$ cat config.mk
export PLATFORM = sky130hd
export DESIGN_NAME = sensor_minmax_calibrate_normalize_flat
export DESIGN_NICKNAME = d
export VERILOG_FILES = /design/src/rtl/smcn_pkg.sv /design/src/rtl/smcn_if.sv /design/src/rtl/smcn_dp.sv /design/src/rtl/smcn_ctrl.sv /design/src/rtl/sensor_minmax_calibrate_normalize.sv /design/src/flat_wrapper.sv
export SDC_FILE = /design/constraint.sdc
export NUM_CORES = 1
export LEC_CHECK = 0
export BUFFER_PORTS_ARGS = -buffer_cell sky130_fd_sc_hd__buf_2
export CORE_MARGIN = 2
export CORE_UTILIZATION = 68
export CTS_CLUSTER_SIZE = 24
export DETAILED_ROUTE_END_ITERATION = 8
export GPL_ROUTABILITY_DRIVEN = 0
export PLACE_DENSITY_LB_ADDON = 0.12
export SKIP_CTS_REPAIR_TIMING = 1
export SLEW_MARGIN = 20
export SYNTH_ARGS = -nofsm -noshare
export SYNTH_HDL_FRONTEND = slang
export SYNTH_SLANG_ARGS = --single-unit
$ cat constraint.sdc
create_clock -name i_clk -period 13.9 [get_ports i_clk]
set_input_delay 3.475 -clock i_clk [delete_from_list [all_inputs] [get_ports i_clk]]
set_output_delay 3.475 -clock i_clk [all_outputs]
set_load 0.05 [all_outputs]
$ cat src/rtl/smcn_pkg.sv
// Shared constants, command codes and controller/datapath bundles for the
// sensor min/max calibrate-and-normalize block. No dependencies.
package smcn_pkg;

    // Table size and field widths
    localparam int unsigned SENSOR_COUNT = 16;
    localparam int unsigned CNT_W        = 7;
    localparam int unsigned IDX_W        = 4;
    localparam int unsigned TABLE_DEPTH  = 1 << IDX_W;
    localparam int unsigned CMD_W        = 2;
    localparam int unsigned SAMPLE_W     = 12;
    localparam int unsigned SCALE_W      = 10;
    localparam int unsigned PROD_W       = SAMPLE_W + SCALE_W;
    localparam int unsigned STEP_W       = 4;

    localparam logic [CNT_W-1:0]    SENSOR_COUNT_V = CNT_W'(SENSOR_COUNT);
    localparam logic [SAMPLE_W-1:0] SAMPLE_TOP     = '1;
    localparam logic [SAMPLE_W-1:0] SAMPLE_ZERO    = '0;
    localparam logic [SCALE_W-1:0]  SCALE_TOP      = SCALE_W'(1000);
    localparam logic [STEP_W-1:0]   DIV_STEPS      = STEP_W'(SCALE_W);

    // Command codes carried in the input word
    localparam logic [CMD_W-1:0] CMD_CLEAR = 2'd0;
    localparam logic [CMD_W-1:0] CMD_CALIB = 2'd1;
    localparam logic [CMD_W-1:0] CMD_NORM  = 2'd2;

    // Controller to datapath
    typedef struct packed {
        logic load;      // capture the input word
        logic prep;      // table update and operand setup
        logic mul;       // scale the offset and seed the divider
        logic step;      // one quotient bit
        logic out_load;  // move the result into the output register
    } t_dp_cmd;

    // Datapath to controller
    typedef struct packed {
        logic is_norm;   // captured word is a normalize request
        logic flat;      // empty or unusable window
        logic out_free;  // output register can take a word this cycle
    } t_dp_stat;

endpackage

$ cat src/rtl/smcn_if.sv
// Valid/ready channel interfaces for the input and result words.
// Depends on smcn_pkg for field widths.
interface smcn_in_if;
    logic                               valid;
    logic                               ready;
    logic [smcn_pkg::CMD_W-1:0]         cmd;
    logic [smcn_pkg::IDX_W-1:0]         sensor_index;
    logic [smcn_pkg::SAMPLE_W-1:0]      raw_sample;

    modport source (output valid, cmd, sensor_index, raw_sample, input ready);
    modport sink   (input valid, cmd, sensor_index, raw_sample, output ready);
endinterface

interface smcn_out_if;
    logic                               valid;
    logic                               ready;
    logic [smcn_pkg::SCALE_W-1:0]       scaled_value;
    logic                               flat_range;

    modport source (output valid, scaled_value, flat_range, input ready);
    modport sink   (input valid, scaled_value, flat_range, output ready);
endinterface

$ cat src/rtl/smcn_dp.sv
// Datapath: calibration table, operand setup, scaling multiply, restoring
// divider and output register. Depends on smcn_pkg and smcn_out_if.
module smcn_dp (
    input  logic                           i_clk,
    input  logic                           i_rst_n,
    input  smcn_pkg::t_dp_cmd              i_cmd,
    output smcn_pkg::t_dp_stat             o_stat,
    input  logic [smcn_pkg::CMD_W-1:0]     i_word_cmd,
    input  logic [smcn_pkg::IDX_W-1:0]     i_word_idx,
    input  logic [smcn_pkg::SAMPLE_W-1:0]  i_word_sample,
    smcn_out_if.source                     o_out
);

    // Captured input word
    logic [smcn_pkg::CMD_W-1:0]    r_cmd;
    logic [smcn_pkg::IDX_W-1:0]    r_idx;
    logic [smcn_pkg::SAMPLE_W-1:0] r_sample;

    // Calibration table; an entry without its valid bit reads as cleared
    logic [smcn_pkg::TABLE_DEPTH-1:0] r_valid;
    logic [smcn_pkg::SAMPLE_W-1:0]    r_low  [smcn_pkg::TABLE_DEPTH];
    logic [smcn_pkg::SAMPLE_W-1:0]    r_high [smcn_pkg::TABLE_DEPTH];

    // Operands and divider
    logic                          r_flat;
    logic [smcn_pkg::SAMPLE_W-1:0] r_diff;
    logic [smcn_pkg::SAMPLE_W-1:0] r_den;
    logic [smcn_pkg::SAMPLE_W-1:0] r_rem;
    logic [smcn_pkg::SCALE_W-1:0]  r_sh;

    // Output register
    logic                          r_out_valid;
    logic [smcn_pkg::SCALE_W-1:0]  r_out_scaled;
    logic                          r_out_flat;

    logic                          in_range;
    logic [smcn_pkg::SAMPLE_W-1:0] lo;
    logic [smcn_pkg::SAMPLE_W-1:0] hi;
    logic [smcn_pkg::SAMPLE_W-1:0] clamped;
    logic [smcn_pkg::PROD_W-1:0]   prod;
    logic [smcn_pkg::SAMPLE_W:0]   trial;
    logic [smcn_pkg::SAMPLE_W:0]   trial_sub;
    logic                          trial_ge;

    // Read the addressed entry
    assign in_range = {{(smcn_pkg::CNT_W - smcn_pkg::IDX_W){1'b0}}, r_idx}
                      < smcn_pkg::SENSOR_COUNT_V;
    assign lo = r_valid[r_idx] ? r_low[r_idx]  : smcn_pkg::SAMPLE_TOP;
    assign hi = r_valid[r_idx] ? r_high[r_idx] : smcn_pkg::SAMPLE_ZERO;

    // Clamp the sample into the window
    always_comb begin
        if (r_sample < lo) begin
            clamped = lo;
        end else if (r_sample > hi) begin
            clamped = hi;
        end else begin
            clamped = r_sample;
        end
    end

    assign prod = smcn_pkg::PROD_W'(r_diff) * smcn_pkg::PROD_W'(smcn_pkg::SCALE_TOP);

    // One restoring step: shift in the next numerator bit, subtract if it fits
    assign trial     = {r_rem, r_sh[smcn_pkg::SCALE_W-1]};
    assign trial_sub = trial - {1'b0, r_den};
    assign trial_ge  = trial >= {1'b0, r_den};

    // Capture the word
    always_ff @(posedge i_clk) begin
        if (i_cmd.load) begin
            r_cmd    <= i_word_cmd;
            r_idx    <= i_word_idx;
            r_sample <= i_word_sample;
        end
    end

    // Table valid bits: clear drops all, calibrate marks the entry
    always_ff @(posedge i_clk) begin
        if (!i_rst_n) begin
            r_valid <= '0;
        end else if (i_cmd.prep) begin
            if (r_cmd == smcn_pkg::CMD_CLEAR) begin
                r_valid <= '0;
            end else if (r_cmd == smcn_pkg::CMD_CALIB && in_range) begin
                r_valid[r_idx] <= 1'b1;
            end
        end
    end

    // Widen the window on calibrate
    always_ff @(posedge i_clk) begin
        if (i_cmd.prep && r_cmd == smcn_pkg::CMD_CALIB && in_range) begin
            r_low[r_idx]  <= (r_sample < lo) ? r_sample : lo;
            r_high[r_idx] <= (r_sample > hi) ? r_sample : hi;
        end
    end

    // Operand setup, multiply and divide
    always_ff @(posedge i_clk) begin
        if (i_cmd.prep) begin
            r_flat <= !in_range || (hi <= lo);
            r_diff <= clamped - lo;
            r_den  <= hi - lo;
        end
        // Quotient stays below 1024, so the top numerator bits seed the remainder
        if (i_cmd.mul) begin
            r_rem <= prod[smcn_pkg::PROD_W-1:smcn_pkg::SCALE_W];
            r_sh  <= prod[smcn_pkg::SCALE_W-1:0];
        end else if (i_cmd.step) begin
            r_rem <= trial_ge ? trial_sub[smcn_pkg::SAMPLE_W-1:0]
                              : trial[smcn_pkg::SAMPLE_W-1:0];
            r_sh  <= {r_sh[smcn_pkg::SCALE_W-2:0], trial_ge};
        end
    end

    // Output register: load a result, drop it once taken
    always_ff @(posedge i_clk) begin
        if (!i_rst_n) begin
            r_out_valid <= 1'b0;
        end else if (i_cmd.out_load) begin
            r_out_valid <= 1'b1;
        end else if (o_out.ready) begin
            r_out_valid <= 1'b0;
        end
    end

    always_ff @(posedge i_clk) begin
        if (i_cmd.out_load) begin
            r_out_scaled <= r_flat ? '0 : r_sh;
            r_out_flat   <= r_flat;
        end
    end

    assign o_out.valid        = r_out_valid;
    assign o_out.scaled_value = r_out_scaled;
    assign o_out.flat_range   = r_out_flat;

    assign o_stat.is_norm  = (r_cmd == smcn_pkg::CMD_NORM);
    assign o_stat.flat     = r_flat;
    assign o_stat.out_free = !r_out_valid || o_out.ready;

endmodule

$ cat src/rtl/smcn_ctrl.sv
// Controller: sequences capture, table update, multiply, divide steps and
// result hand-off. Depends on smcn_pkg.
module smcn_ctrl (
    input  logic                i_clk,
    input  logic                i_rst_n,
    input  smcn_pkg::t_dp_stat  i_stat,
    output smcn_pkg::t_dp_cmd   o_cmd,
    input  logic                i_in_valid,
    output logic                o_in_ready
);

    typedef enum logic [2:0] {
        S_IDLE,
        S_PREP,
        S_MUL,
        S_DIV,
        S_DONE
    } t_state;

    t_state                      r_state;
    t_state                      n_state;
    logic [smcn_pkg::STEP_W-1:0] r_cnt;
    logic [smcn_pkg::STEP_W-1:0] n_cnt;

    assign o_in_ready = (r_state == S_IDLE);

    // Next state and datapath commands
    always_comb begin
        n_state        = r_state;
        n_cnt          = r_cnt;
        o_cmd.load     = 1'b0;
        o_cmd.prep     = 1'b0;
        o_cmd.mul      = 1'b0;
        o_cmd.step     = 1'b0;
        o_cmd.out_load = 1'b0;
        case (r_state)
            S_IDLE: begin
                if (i_in_valid) begin
                    o_cmd.load = 1'b1;
                    n_state    = S_PREP;
                end
            end
            S_PREP: begin
                o_cmd.prep = 1'b1;
                n_state    = i_stat.is_norm ? S_MUL : S_IDLE;
            end
            S_MUL: begin
                o_cmd.mul = 1'b1;
                n_cnt     = smcn_pkg::DIV_STEPS;
                n_state   = i_stat.flat ? S_DONE : S_DIV;
            end
            S_DIV: begin
                o_cmd.step = 1'b1;
                n_cnt      = r_cnt - 1'b1;
                if (r_cnt == smcn_pkg::STEP_W'(1)) begin
                    n_state = S_DONE;
                end
            end
            S_DONE: begin
                // Hold until the output register can take the word
                if (i_stat.out_free) begin
                    o_cmd.out_load = 1'b1;
                    n_state        = S_IDLE;
                end
            end
            default: begin
                n_state = S_IDLE;
            end
        endcase
    end

    // Hold state and step count
    always_ff @(posedge i_clk) begin
        if (!i_rst_n) begin
            r_state <= S_IDLE;
            r_cnt   <= '0;
        end else begin
            r_state <= n_state;
            r_cnt   <= n_cnt;
        end
    end

endmodule

$ cat src/rtl/sensor_minmax_calibrate_normalize.sv
// Top level of the sensor min/max calibrate-and-normalize block.
// Depends on smcn_pkg, smcn_if, smcn_ctrl and smcn_dp.
//
//   channel  dir  fields                              word
//   i_in     in   cmd, sensor_index, raw_sample       one command
//   o_out    out  scaled_value, flat_range            one result per normalize
//
// Clear, calibrate and the unused command take 2 cycles from acceptance until
// the next word can be taken. Normalize takes 14 (capture, table read, multiply,
// 10 steps of the restoring divider, hand-off); the divider's one bit per cycle
// sets that. A flat normalize skips the divider and takes 4.
// A finished result sits in the output register while the next word enters.
// A stalled output holds a normalize in its hand-off cycle until the register frees.
// Synchronous active-low reset empties the table and the output register.
module sensor_minmax_calibrate_normalize (
    input  logic        i_clk,
    input  logic        i_rst_n,
    smcn_in_if.sink     i_in,
    smcn_out_if.source  o_out
);

    smcn_pkg::t_dp_cmd  dp_cmd;
    smcn_pkg::t_dp_stat dp_stat;

    smcn_ctrl u_ctrl (
        .i_clk      (i_clk),
        .i_rst_n    (i_rst_n),
        .i_stat     (dp_stat),
        .o_cmd      (dp_cmd),
        .i_in_valid (i_in.valid),
        .o_in_ready (i_in.ready)
    );

    smcn_dp u_dp (
        .i_clk         (i_clk),
        .i_rst_n       (i_rst_n),
        .i_cmd         (dp_cmd),
        .o_stat        (dp_stat),
        .i_word_cmd    (i_in.cmd),
        .i_word_idx    (i_in.sensor_index),
        .i_word_sample (i_in.raw_sample),
        .o_out         (o_out)
    );

endmodule
$ cat src/flat_wrapper.sv
// flat-port wrapper written by rule: the top's interface ports become plain ports
module sensor_minmax_calibrate_normalize_flat 
  (i_clk, i_rst_n, i_in_valid, i_in_cmd, i_in_sensor_index, i_in_raw_sample, i_in_ready, o_out_valid, o_out_scaled_value, o_out_flat_range, o_out_ready);
  smcn_in_if i_in_i ();
  smcn_out_if o_out_i ();
  input  logic i_clk;
  input  logic i_rst_n;
  input wire logic [$bits(i_in_i.valid)-1:0] i_in_valid;
  input wire logic [$bits(i_in_i.cmd)-1:0] i_in_cmd;
  input wire logic [$bits(i_in_i.sensor_index)-1:0] i_in_sensor_index;
  input wire logic [$bits(i_in_i.raw_sample)-1:0] i_in_raw_sample;
  output wire logic [$bits(i_in_i.ready)-1:0] i_in_ready;
  output wire logic [$bits(o_out_i.valid)-1:0] o_out_valid;
  output wire logic [$bits(o_out_i.scaled_value)-1:0] o_out_scaled_value;
  output wire logic [$bits(o_out_i.flat_range)-1:0] o_out_flat_range;
  input wire logic [$bits(o_out_i.ready)-1:0] o_out_ready;
  assign i_in_i.valid = i_in_valid;
  assign i_in_i.cmd = i_in_cmd;
  assign i_in_i.sensor_index = i_in_sensor_index;
  assign i_in_i.raw_sample = i_in_raw_sample;
  assign i_in_ready = i_in_i.ready;
  assign o_out_valid = o_out_i.valid;
  assign o_out_scaled_value = o_out_i.scaled_value;
  assign o_out_flat_range = o_out_i.flat_range;
  assign o_out_i.ready = o_out_ready;
  sensor_minmax_calibrate_normalize u_core (.i_clk(i_clk), .i_rst_n(i_rst_n), .i_in(i_in_i), .o_out(o_out_i));
endmodule
==> impl_metrics.toml, run 1 <==
[synth]
synth.area.mux_share_pct = 13.4
yosysTopAreaCell = "edfxtp_1"
yosys-top-cells-area = "edfxtp_1 (60%), mux4_2 (12%), ha_1 (5.7%), fa_1 (3.6%), dfxtp_1 (2.7%)"
synthArstFlopShare_pct = 0
synth_simple_gate_area_share_pct = 4.90
yosys.area_share.adder_pct = 9.27
synth-warning-count = 0
synth_compound_area_share_pct = 5.79
syn_avg_cell_area_um2 = 16.4
synth-seq-cells = 488
ys.flop_type = "edfxtp_1"
netlist_area_mm2 = 0.0230
syn_nets = 1571
synth_top_area_share_pct = 59.6
synth_common_cells = "edfxtp_1 (457), mux4_2 (124), ha_1 (105), nor2_1 (85), inv_1 (77)"
syn_inst = 1403
yosysSeqAreaShare_pct = 62.3
synth_xor_area_share_pct = 1.48
yosysMostFrequentCell = "edfxtp_1"
synth_top_family_by_area = "multiplexers"
yosysUniqueCellTypes = 68
synth-edff-count = 457

[drt]
drt_iter0_markers = 1202
route.detailed.drc = 0
routed_wl_um = 53000
num_vias = 12902
drt-wirelength-per-cell_um = 27.1
antenna_left = 0
first_pass_iters = 5
viasPerCell = 6.59

[final_layout]
syn2layout_area_growth_pct = 10.7
drive_gt1_share_pct = 22.1
fin_nets = 1639
antenna-diode-count = 0

[place]
dp_hpwl_um = 30500
io_buffers = 34

[clocking]
htree_levels = 2
cts.sinks = 488
clk_pin_slew_ns = 0.06
cts_buffer_depth = 3
insertion_delay_ns = 0.59
root_buffer = "clkbuf_16"
cts_buffers = 47
cts_tree = "yes"

[setup_path]
crit_fanout = 43
crit_slowest_cell = "buf_4"
start_kind = "flop"
crit_path_cell_trace = "buf_4, mux4_2, mux4_2, nor2b_1, inv_2, ha_1, nor2b_1, o211ai_1, a21oi_1, a2111o_1, nand2_1, nand2_1, o211ai_1, a21boi_1, ha_1, nor2b_1, o31a_1, o21a_1, o21a_1, o2111ai_1, nand2_1, o31ai_1, xnor2_1"
worstSetupPathType = "reg2reg"
critPathMaxStageDelay_ns = 0.74
cp.required_ns = 14.21
worstSetupEndpointType = "flop"
cp.arrival_ns = 7.20

[pwr]
irDropWorstVdd_v = 0.000122
switching_share_pct = 29.5
power_frac_seq_pct = 40.4
leakagePower_nw = 8.97
total_power_mw = 4.29
power_density_mw_per_mm2 = 168
internal-power_mw = 3.02
p_comb_share_pct = 28.8
power.share.clock_pct = 30.8
switchingPower_mw = 1.27

[floorplanning]
core_area_mm2 = 0.0334
pin_count = 35
dieArea_mm2 = 0.0353
start_util_pct = 68.8
die_x_um = 188
dieHeight_um = 188
fp-row-count = 67

[timing]
slew_headroom_pct = 24.2
fin_setup_tns_ns = 0
timing.final.crit_share_pct = 49.5
rsz0062_at_grt = "false"
drv_slew = 0
fmax_mhz = 145
worstMarginPinSlew_ns = 1.13
skew_ns = 0.0266
hold_viol = 0
period_needed_ns = 6.88
setup_violations = 0

[job]
cap_viol_max_count = 0

[outcome]
status = "complete, no violations"

[worst_hold_path]
hp-class = "reg2reg"

[grt]
grt-ovfl-total = 0
grt_max_degree = 44
first_global_vias = 13226
grt_pass1_wl_um = 80000
antenna_found_initial = 0
track_usage_pct = 31.1
-- per-stage QoR --
| step | instances | setup slack [ns] | cell area (µm²) | hold WS, ns | utilization [%] |
|---|---|---|---|---|---|
| 2_1_floorplan | 1403 | 7.89 | 23000 | 0.426 | - |
| 5_1_grt | 1957 | 6.55 | 25500 | 0.479 | 76.2 |
| 3_5_place_dp | 1869 | 7.08 | 23800 | 0.452 | 71.2 |
| 4_1_cts | 1956 | 7.02 | 25400 | 0.466 | 76.1 |
| 6_report | 1957 | 7.02 | 25500 | 0.464 | 76.2 |
| 3_3_place_gp | 1869 | 7.22 | 23800 | 0.435 | 71.2 |
-- state kept, by name, indices dropped and copies added (netlist names), 2 cells and up, named ones only --
signal                          cells
u_core.u_dp.r_high                192
u_core.u_dp.r_low                 192
u_core.u_dp.r_valid                16
u_core.u_dp.r_den                  12
u_core.u_dp.r_diff                 12
u_core.u_dp.r_rem                  12
u_core.u_dp.r_sample               12
u_core.u_dp.o_out.scaled_value     10
u_core.u_dp.r_sh                   10
u_core.u_ctrl.r_cnt                 4
u_core.u_dp.r_idx                   4
u_core.u_ctrl.r_state               3
u_core.u_dp.r_cmd                   2
-- worst max-delay path, delay by kind of cell, from the launching register on --
kind | cells | cell delay, ns
AO/OA/AOI/OAI | 10 | 2.14
buffers and inverters | 2 | 0.86
flip-flops | 1 | 0.53
AND/OR/NAND/NOR | 6 | 1.36
XOR/XNOR | 1 | 0.12
multiplexers | 2 | 1.10
adder cells (fa/ha/maj) | 2 | 0.48
-- power groups by stage --
stage	clock, mW	combinational (mW)	sequential (mW)
after CTS	1.34	1.24	1.73
after detailed placement	0	1.22	1.76
after floorplan	0	0.993	1.74
final	1.32	1.23	1.73
after global placement	0	1.19	1.76
after global routing	1.39	1.39	1.74
-- layout by cell type, fill, tap and decap left out, drive strengths merged, types with 6 or more instances in the layout --
master  instances
edfxtp        457
mux4          124
ha            105
inv            90
nor2           86
buf            72
a21oi          58
clkbuf         55
nand2          48
o21ai          44
fa             41
nor2b          37
o21a           31
dfxtp          31
xnor2          26
clkinv         22
mux2i          20
nor3           17
xor2           13
a211oi         12
a21o           11
nand3          10
nand4          10
nand2b          9
mux2            8
bufinv          7
and2            6
-- worst paths after layout --
path / slack [ns] / to / start / depth (start not counted)
worst min register to register: 0.46 / u_core.u_dp.r_sh[1]$_SDFFE_PP0N_ / u_core.u_dp.r_sh[0]$_SDFFE_PP0N_ / 2
worst max-delay path: 7.02 / u_core.u_dp.r_diff[11]$_DFFE_PN_ / flop / 23
worst max register to register: 7.02 / u_core.u_dp.r_diff[11]$_DFFE_PN_ / flop / 23
worst min-delay path: 0.46 / u_core.u_dp.r_sh[1]$_SDFFE_PP0N_ / u_core.u_dp.r_sh[0]$_SDFFE_PP0N_ / 2
-- layer usage --
layer  global-route usage, %  vias to the layer above  wire (µm)
li1                        -                     5557          -
met1                    41.9                     6475      19800
met2                    51.4                      707      26400
met3                    5.07                      163       4440
met4                    13.3                        0       2350
met5                       0                        -          0
-- cell type report --
class	instances	area, µm²
well taps	448	561
clock buffers	55	1260
flip-flops and latches	488	14400
fillers	1809	7970
clock inverters	32	353
inverters	90	338
repair buffers	72	475
multi-input cells	772	8150
-- kinds of logic after synthesis --
kind of cell	count (synthesis)
multiplexers	152
buffers and inverters	143
adder cells (fa/ha/maj)	146
AND/OR/NAND/NOR	237
XOR/XNOR	39
flip-flops	488
AO/OA/AOI/OAI	198
Note: power is estimated with default switching activity, not from simulation.
==> run 2, diff against run 1 <==
--- a/config.mk
+++ b/config.mk
@@ -7,7 +7,7 @@
 export LEC_CHECK = 0
 export BUFFER_PORTS_ARGS = -buffer_cell sky130_fd_sc_hd__buf_2
 export CORE_MARGIN = 2
-export CORE_UTILIZATION = 68
+export CORE_UTILIZATION = 57
 export CTS_CLUSTER_SIZE = 24
 export DETAILED_ROUTE_END_ITERATION = 8
 export GPL_ROUTABILITY_DRIVEN = 0
==> constraint.sdc (replaced) <==
create_clock -name i_clk -period 6.23 [get_ports i_clk]
set_input_delay 1.5575 -clock i_clk [delete_from_list [all_inputs] [get_ports i_clk]]
set_output_delay 1.5575 -clock i_clk [all_outputs]
set_load 0.05 [all_outputs]
==> run 2 against run 1 <==
Cell area is 1.8% higher. Via count is 3.1% lower. Clock-buffer cell count is 3 higher. Combinational power is 130% higher. Worst hold slack worse by 0.010 ns. Clock power is 140% higher. Utilization is 11 points lower. Global-route usage is 5.8 points lower. Largest power group unchanged.
==> impl_metrics.toml, run 2 (synthesized netlist as in run 1, its figures left out) <==
[outcome]
status = "complete, no violations"

[setup_path]
worstSetupPathType = "reg2reg"
crit_buf_inv = 2
crit_family = "compound AO/OA/AOI/OAI gates"
start_kind = "flop"
worstSetupEndpointType = "flop"
crit_fanout = 52
r2r_cells = 23
cp.arrival_ns = 6.11
cp.required_ns = 6.55
crit_path_cell_trace = "buf_12, mux4_2, mux4_2, nor2b_1, inv_2, ha_1, and3_1, nand4_1, a21oi_1, a2111o_1, nand2_1, nor2_1, a211oi_1, a21oi_1, ha_1, nor2b_1, o21ai_0, a21boi_0, o21ai_0, a21oi_1, o21ai_0, mux2i_1, nand2_1"
ff2ff_setup_slack_ns = 0.44
crit_slowest_cell = "mux4_2"
critPathMaxStageDelay_ns = 0.59
cp_num_cells = 23

[drt]
first_pass_iters = 5
viasPerCell = 6.07
drt-wirelength-per-cell_um = 24.7
drt_iter0_markers = 1054
route.detailed.drc = 0
antenna_left = 0
routed_wl_um = 50800
num_vias = 12505

[timing]
period_needed_ns = 5.79
skew_ns = 0.0196
fmax_mhz = 173
slew_headroom_pct = 40.1
finalWorstSetupSlack_ns = 0.444
timing.final.crit_share_pct = 92.9
fin_setup_tns_ns = 0
worstMarginPinSlew_ns = 0.894
drv_slew = 0
rsz0062_at_grt = "false"
setup_violations = 0
hold_viol = 0

[final_layout]
final_common_cell = "edfxtp_1"
fillers = 2804
drive_gt1_share_pct = 22.6
antenna-diode-count = 0
layout_common_cells = "edfxtp_1 (457), mux4_2 (124), ha_1 (105)"
fin_nets = 1663
syn2layout_area_growth_pct = 12.7
final_cell_count_no_fill = 2059
largestRegisters = "u_core.u_dp.r_high: 192 flops, u_core.u_dp.r_low: 192 flops, u_core.u_dp.r_valid: 16 flops"

[pwr]
leakagePower_nw = 9.17
irDropWorstVdd_v = 0.000242
power_density_mw_per_mm2 = 379

[grt]
antenna_found_initial = 1
track_usage_pct = 25.3
grt_max_degree = 53
grt-ovfl-total = 0
first_global_vias = 12733
grt_pass1_wl_um = 77100

[job]
cap_viol_max_count = 0

[floorplanning]
dieArea_mm2 = 0.0420
core_area_mm2 = 0.0398
dieHeight_um = 205
pin_count = 35
die_x_um = 205
start_util_pct = 57.8
fp-row-count = 73

[clocking]
insertion_delay_ns = 0.59
cts.sinks = 488
root_buffer = "clkbuf_16"
cts_buffers = 49
clk_pin_slew_ns = 0.06
cts_buffer_depth = 3
htree_levels = 2
cts_tree = "yes"

[worst_hold_path]
hold_depth = 2
hp-class = "reg2reg"

[place]
dp_hpwl_um = 31200
io_buffers = 34
pre_cts_ws_ns = 0.470
post-place-cells = 1968
==> run 2: path summary, 6_finish.rpt <==
check,from,end
setup / recovery,flop,u_core.u_dp.r_diff[10]$_DFFE_PN_
hold / removal,u_core.u_dp.r_sh[1]$_SDFFE_PP0N_,u_core.u_dp.r_sh[1]$_SDFFE_PP0N_
setup reg to reg,flop,u_core.u_dp.r_diff[10]$_DFFE_PN_
hold reg to reg,u_core.u_dp.r_sh[1]$_SDFFE_PP0N_,u_core.u_dp.r_sh[1]$_SDFFE_PP0N_
==> run 2: metal layers <==
| layer | global-route usage (%) | wire (µm) | up-vias | share of wire, % |
|---|---|---|---|---|
| li1 | - | - | 5606 | - |
| met1 | 34.4 | 21200 | 6426 | 42 |
| met2 | 41.3 | 24700 | 377 | 49 |
| met3 | 3.52 | 2860 | 94 | 5.6 |
| met4 | 11.0 | 2100 | 2 | 4.1 |
| met5 | 0 | 13 | - | 0.026 |
==> run 2: where the power goes <==
| part | leakage, nW | switching (mW) | internal [mW] |
|---|---|---|---|
| clock network | 0.855 | 1.23 | 1.97 |
| logic | 3.91 | 1.51 | 1.27 |
| registers | 4.40 | 0.0969 | 3.75 |
| total | 9.17 | 2.84 | 6.99 |
==> run 2: worst reg2reg max path, delay by kind of cell, from the launching register on <==
family	cells	cell delay (ns)
adders and majority gates	2	0.58
and+or+nand+nor	7	1.10
buffers and inverters	2	0.40
DFF	1	0.37
AOI/OAI and AO/OA	9	1.69
muxes	3	1.38
==> run 2: layout make-up <==
cell class | instances | area (µm²) | share of cell area [%]
clock buffers | 58 | 1280 | 4.93
inverters | 90 | 338 | 1.30
well taps | 525 | 657 | 2.53
repair buffers | 94 | 676 | 2.60
flip-flops and latches | 488 | 14400 | 55.3
clock inverters | 32 | 494 | 1.90
multi-input cells | 772 | 8150 | 31.4
==> run 2: stage by stage <==
| step | utilization (%) | total power [mW] | cell area (µm²) | hold slack (ns) |
|---|---|---|---|---|
| 3_5_place_dp | 60.6 | 6.69 | 24100 | 0.448 |
| 5_1_grt | 65.2 | 10.4 | 25900 | 0.463 |
| 6_report | 65.2 | 9.83 | 25900 | 0.454 |
| 3_3_place_gp | 60.6 | 6.66 | 24100 | 0.437 |
| 4_1_cts | 65.1 | 9.89 | 25900 | 0.456 |
| 2_1_floorplan | - | 6.09 | 23000 | 0.426 |
==> run 3, diff against run 2 <==
==> constraint.sdc (replaced) <==
create_clock -name i_clk -period 4.7 [get_ports i_clk]
set_input_delay 1.175 -clock i_clk [delete_from_list [all_inputs] [get_ports i_clk]]
set_output_delay 1.175 -clock i_clk [all_outputs]
set_load 0.05 [all_outputs]
==> run 3 against run 2 <==
Via count up 4.8%. Worst setup slack worse by 1.1 ns. Non-clock buffer count up 141. Critical path depth unchanged. Clock power up 14%. The run now ends with setup timing left. Die area unchanged. Register-to-register slack worse by 1.1 ns. Fmax up 7.3%. Utilization up 3.1 points. Largest cell class unchanged. Sequential power up 32%. Sequential share of layout area down 2.5 points.
==> impl_metrics.toml, run 3 (synthesized netlist as in run 1, its figures left out) <==
[outcome]
status = "finished with violations"
violations = "setup timing"

[timing]
period_needed_ns = 5.39
slew_headroom_pct = 33.1
timing.final.crit_share_pct = 115
rsz0062_at_grt = "true"
hold_viol = 0
worstMarginPinSlew_ns = 1.00
skew_ns = 0.0217
drv_slew = 0
fmax_mhz = 185
fin_setup_tns_ns = -3.81
setup_violations = 9
finalWorstSetupSlack_ns = -0.691
whs_ns = 0.463

[final_layout]
largestRegisters = "u_core.u_dp.r_high: 192 flops, u_core.u_dp.r_low: 192 flops, u_core.u_dp.r_valid: 16 flops"
final_cell_count_no_fill = 2198
postLayoutCellArea_mm2 = 0.0272
antenna-diode-count = 0
final_common_cell = "edfxtp_1"
fin_nets = 1803
multi_input_area_mm2 = 0.00841
fin_util_pct = 68.2
regArea_mm2 = 0.0144
syn2layout_area_growth_pct = 18.1
drive_gt1_share_pct = 31.7
fillers = 2703
layout_common_cells = "edfxtp_1 (457), buf_4 (178), mux4_2 (124)"

[setup_path]
r2r_cells = 23
endpoint = "u_core.u_dp.r_diff[11]$_DFFE_PN_"
worstSetupEndpointType = "flop"
crit_fanout = 7
worstSetupPathType = "reg2reg"
r2r_end = "u_core.u_dp.r_diff[11]$_DFFE_PN_"
cp.arrival_ns = 5.71
ff2ff_setup_slack_ns = -0.69
cp.required_ns = 5.02
start_kind = "flop"

[pwr]
irDropWorstVdd_v = 0.000388
total_power_mw = 13.4
leakagePower_nw = 9.82
power_density_mw_per_mm2 = 494

[drt]
num_vias = 13102
viasPerCell = 5.96
antenna_left = 0
route.detailed.drc = 0
drt_iter0_markers = 1168
routed_wl_um = 53300
drt-wirelength-per-cell_um = 24.2
first_pass_iters = 5

[floorplanning]
start_util_pct = 57.8
core_area_mm2 = 0.0398
dieHeight_um = 205
pin_count = 35
fp-row-count = 73
die_x_um = 205
dieArea_mm2 = 0.0420

[grt]
track_usage_pct = 26.0
grt-ovfl-total = 0
grt_max_degree = 29
antenna_found_initial = 0
first_global_vias = 13298
grt_pass1_wl_um = 79100

[place]
post-place-cells = 2096
dp_hpwl_um = 34900
dpl_cell_area_mm2 = 0.0253
pre_cts_ws_ns = -0.690
io_buffers = 34

[clocking]
clk_pin_slew_ns = 0.06
insertion_delay_ns = 0.58
htree_levels = 2
cts_buffers = 48
cts.sinks = 488
cts_buffer_depth = 3
root_buffer = "clkbuf_16"
cts_tree = "yes"

[job]
cap_viol_max_count = 0

[worst_hold_path]
hp-class = "reg2reg"
-- run 3: worst min path at each step --
stage / slack [ns] / startpoint / endpoint / cells past startpoint
6_report: 0.46 / u_core.u_dp.r_sh[1]$_SDFFE_PP0N_ / u_core.u_dp.r_sh[1]$_SDFFE_PP0N_ / 2
3_5_place_dp: 0.45 / u_core.u_dp.r_valid[2]$_SDFFE_PN0P_ / u_core.u_dp.r_valid[2]$_SDFFE_PN0P_ / 1
4_1_cts: 0.47 / u_core.u_dp.r_valid[13]$_SDFFE_PN0P_ / u_core.u_dp.r_valid[13]$_SDFFE_PN0P_ / 1
5_1_grt: 0.48 / u_core.u_dp.r_valid[14]$_SDFFE_PN0P_ / u_core.u_dp.r_valid[14]$_SDFFE_PN0P_ / 1
3_3_place_gp: 0.44 / u_core.u_dp.r_sh[1]$_SDFFE_PP0N_ / u_core.u_dp.r_sh[1]$_SDFFE_PP0N_ / 2
2_1_floorplan: 0.43 / u_core.u_dp.r_sh[2]$_SDFFE_PP0N_ / u_core.u_dp.r_sh[2]$_SDFFE_PP0N_ / 2
-- run 3: layout make-up --
| cell class | instances | share of cell area (%) |
|---|---|---|
| Sequential cell | 488 | 52.8 |
| Clock inverter | 30 | 0.801 |
| Tap cell | 525 | 2.42 |
| Clock buffer | 58 | 4.67 |
| Timing Repair Buffer | 235 | 7.06 |
| Inverter | 90 | 1.25 |
| Multi-Input combinational cell | 772 | 31.0 |
-- run 3: critical path: stages, from the launching register on --
cell and delay [ns]:
dfxtp_4 0.46, buf_12 0.17, mux4_2 0.51, mux4_2 0.53, nor2_4 0.13, ha_4 0.21, a21o_1 0.18, a21o_1 0.18
a211oi_2 0.20, o21bai_1 0.11, a21o_1 0.19, a221oi_2 0.28, buf_4 0.21, a211oi_2 0.04, a21oi_1 0.15, ha_1 0.28
o21a_1 0.20, o31a_1 0.12, o21a_1 0.19, o21a_1 0.19, o2111ai_1 0.18, nand2_1 0.11, o31ai_2 0.21, xnor2_1 0.09
-- run 3: power breakdown --
part / switching, mW / total, mW / internal (mW)
combinational: 2.37 / 4.70 / 2.33
clock: 1.56 / 3.64 / 2.08
sequential: 0.111 / 5.08 / 4.97
-- run 3: metal layers --
layer,vias up,global-route usage [%],wire length [µm]
li1,5900,-,-
met5,-,0,0
met4,0,9.07,1700
met3,83,4.18,3080
met2,425,43.0,26200
met1,6694,35.3,22300
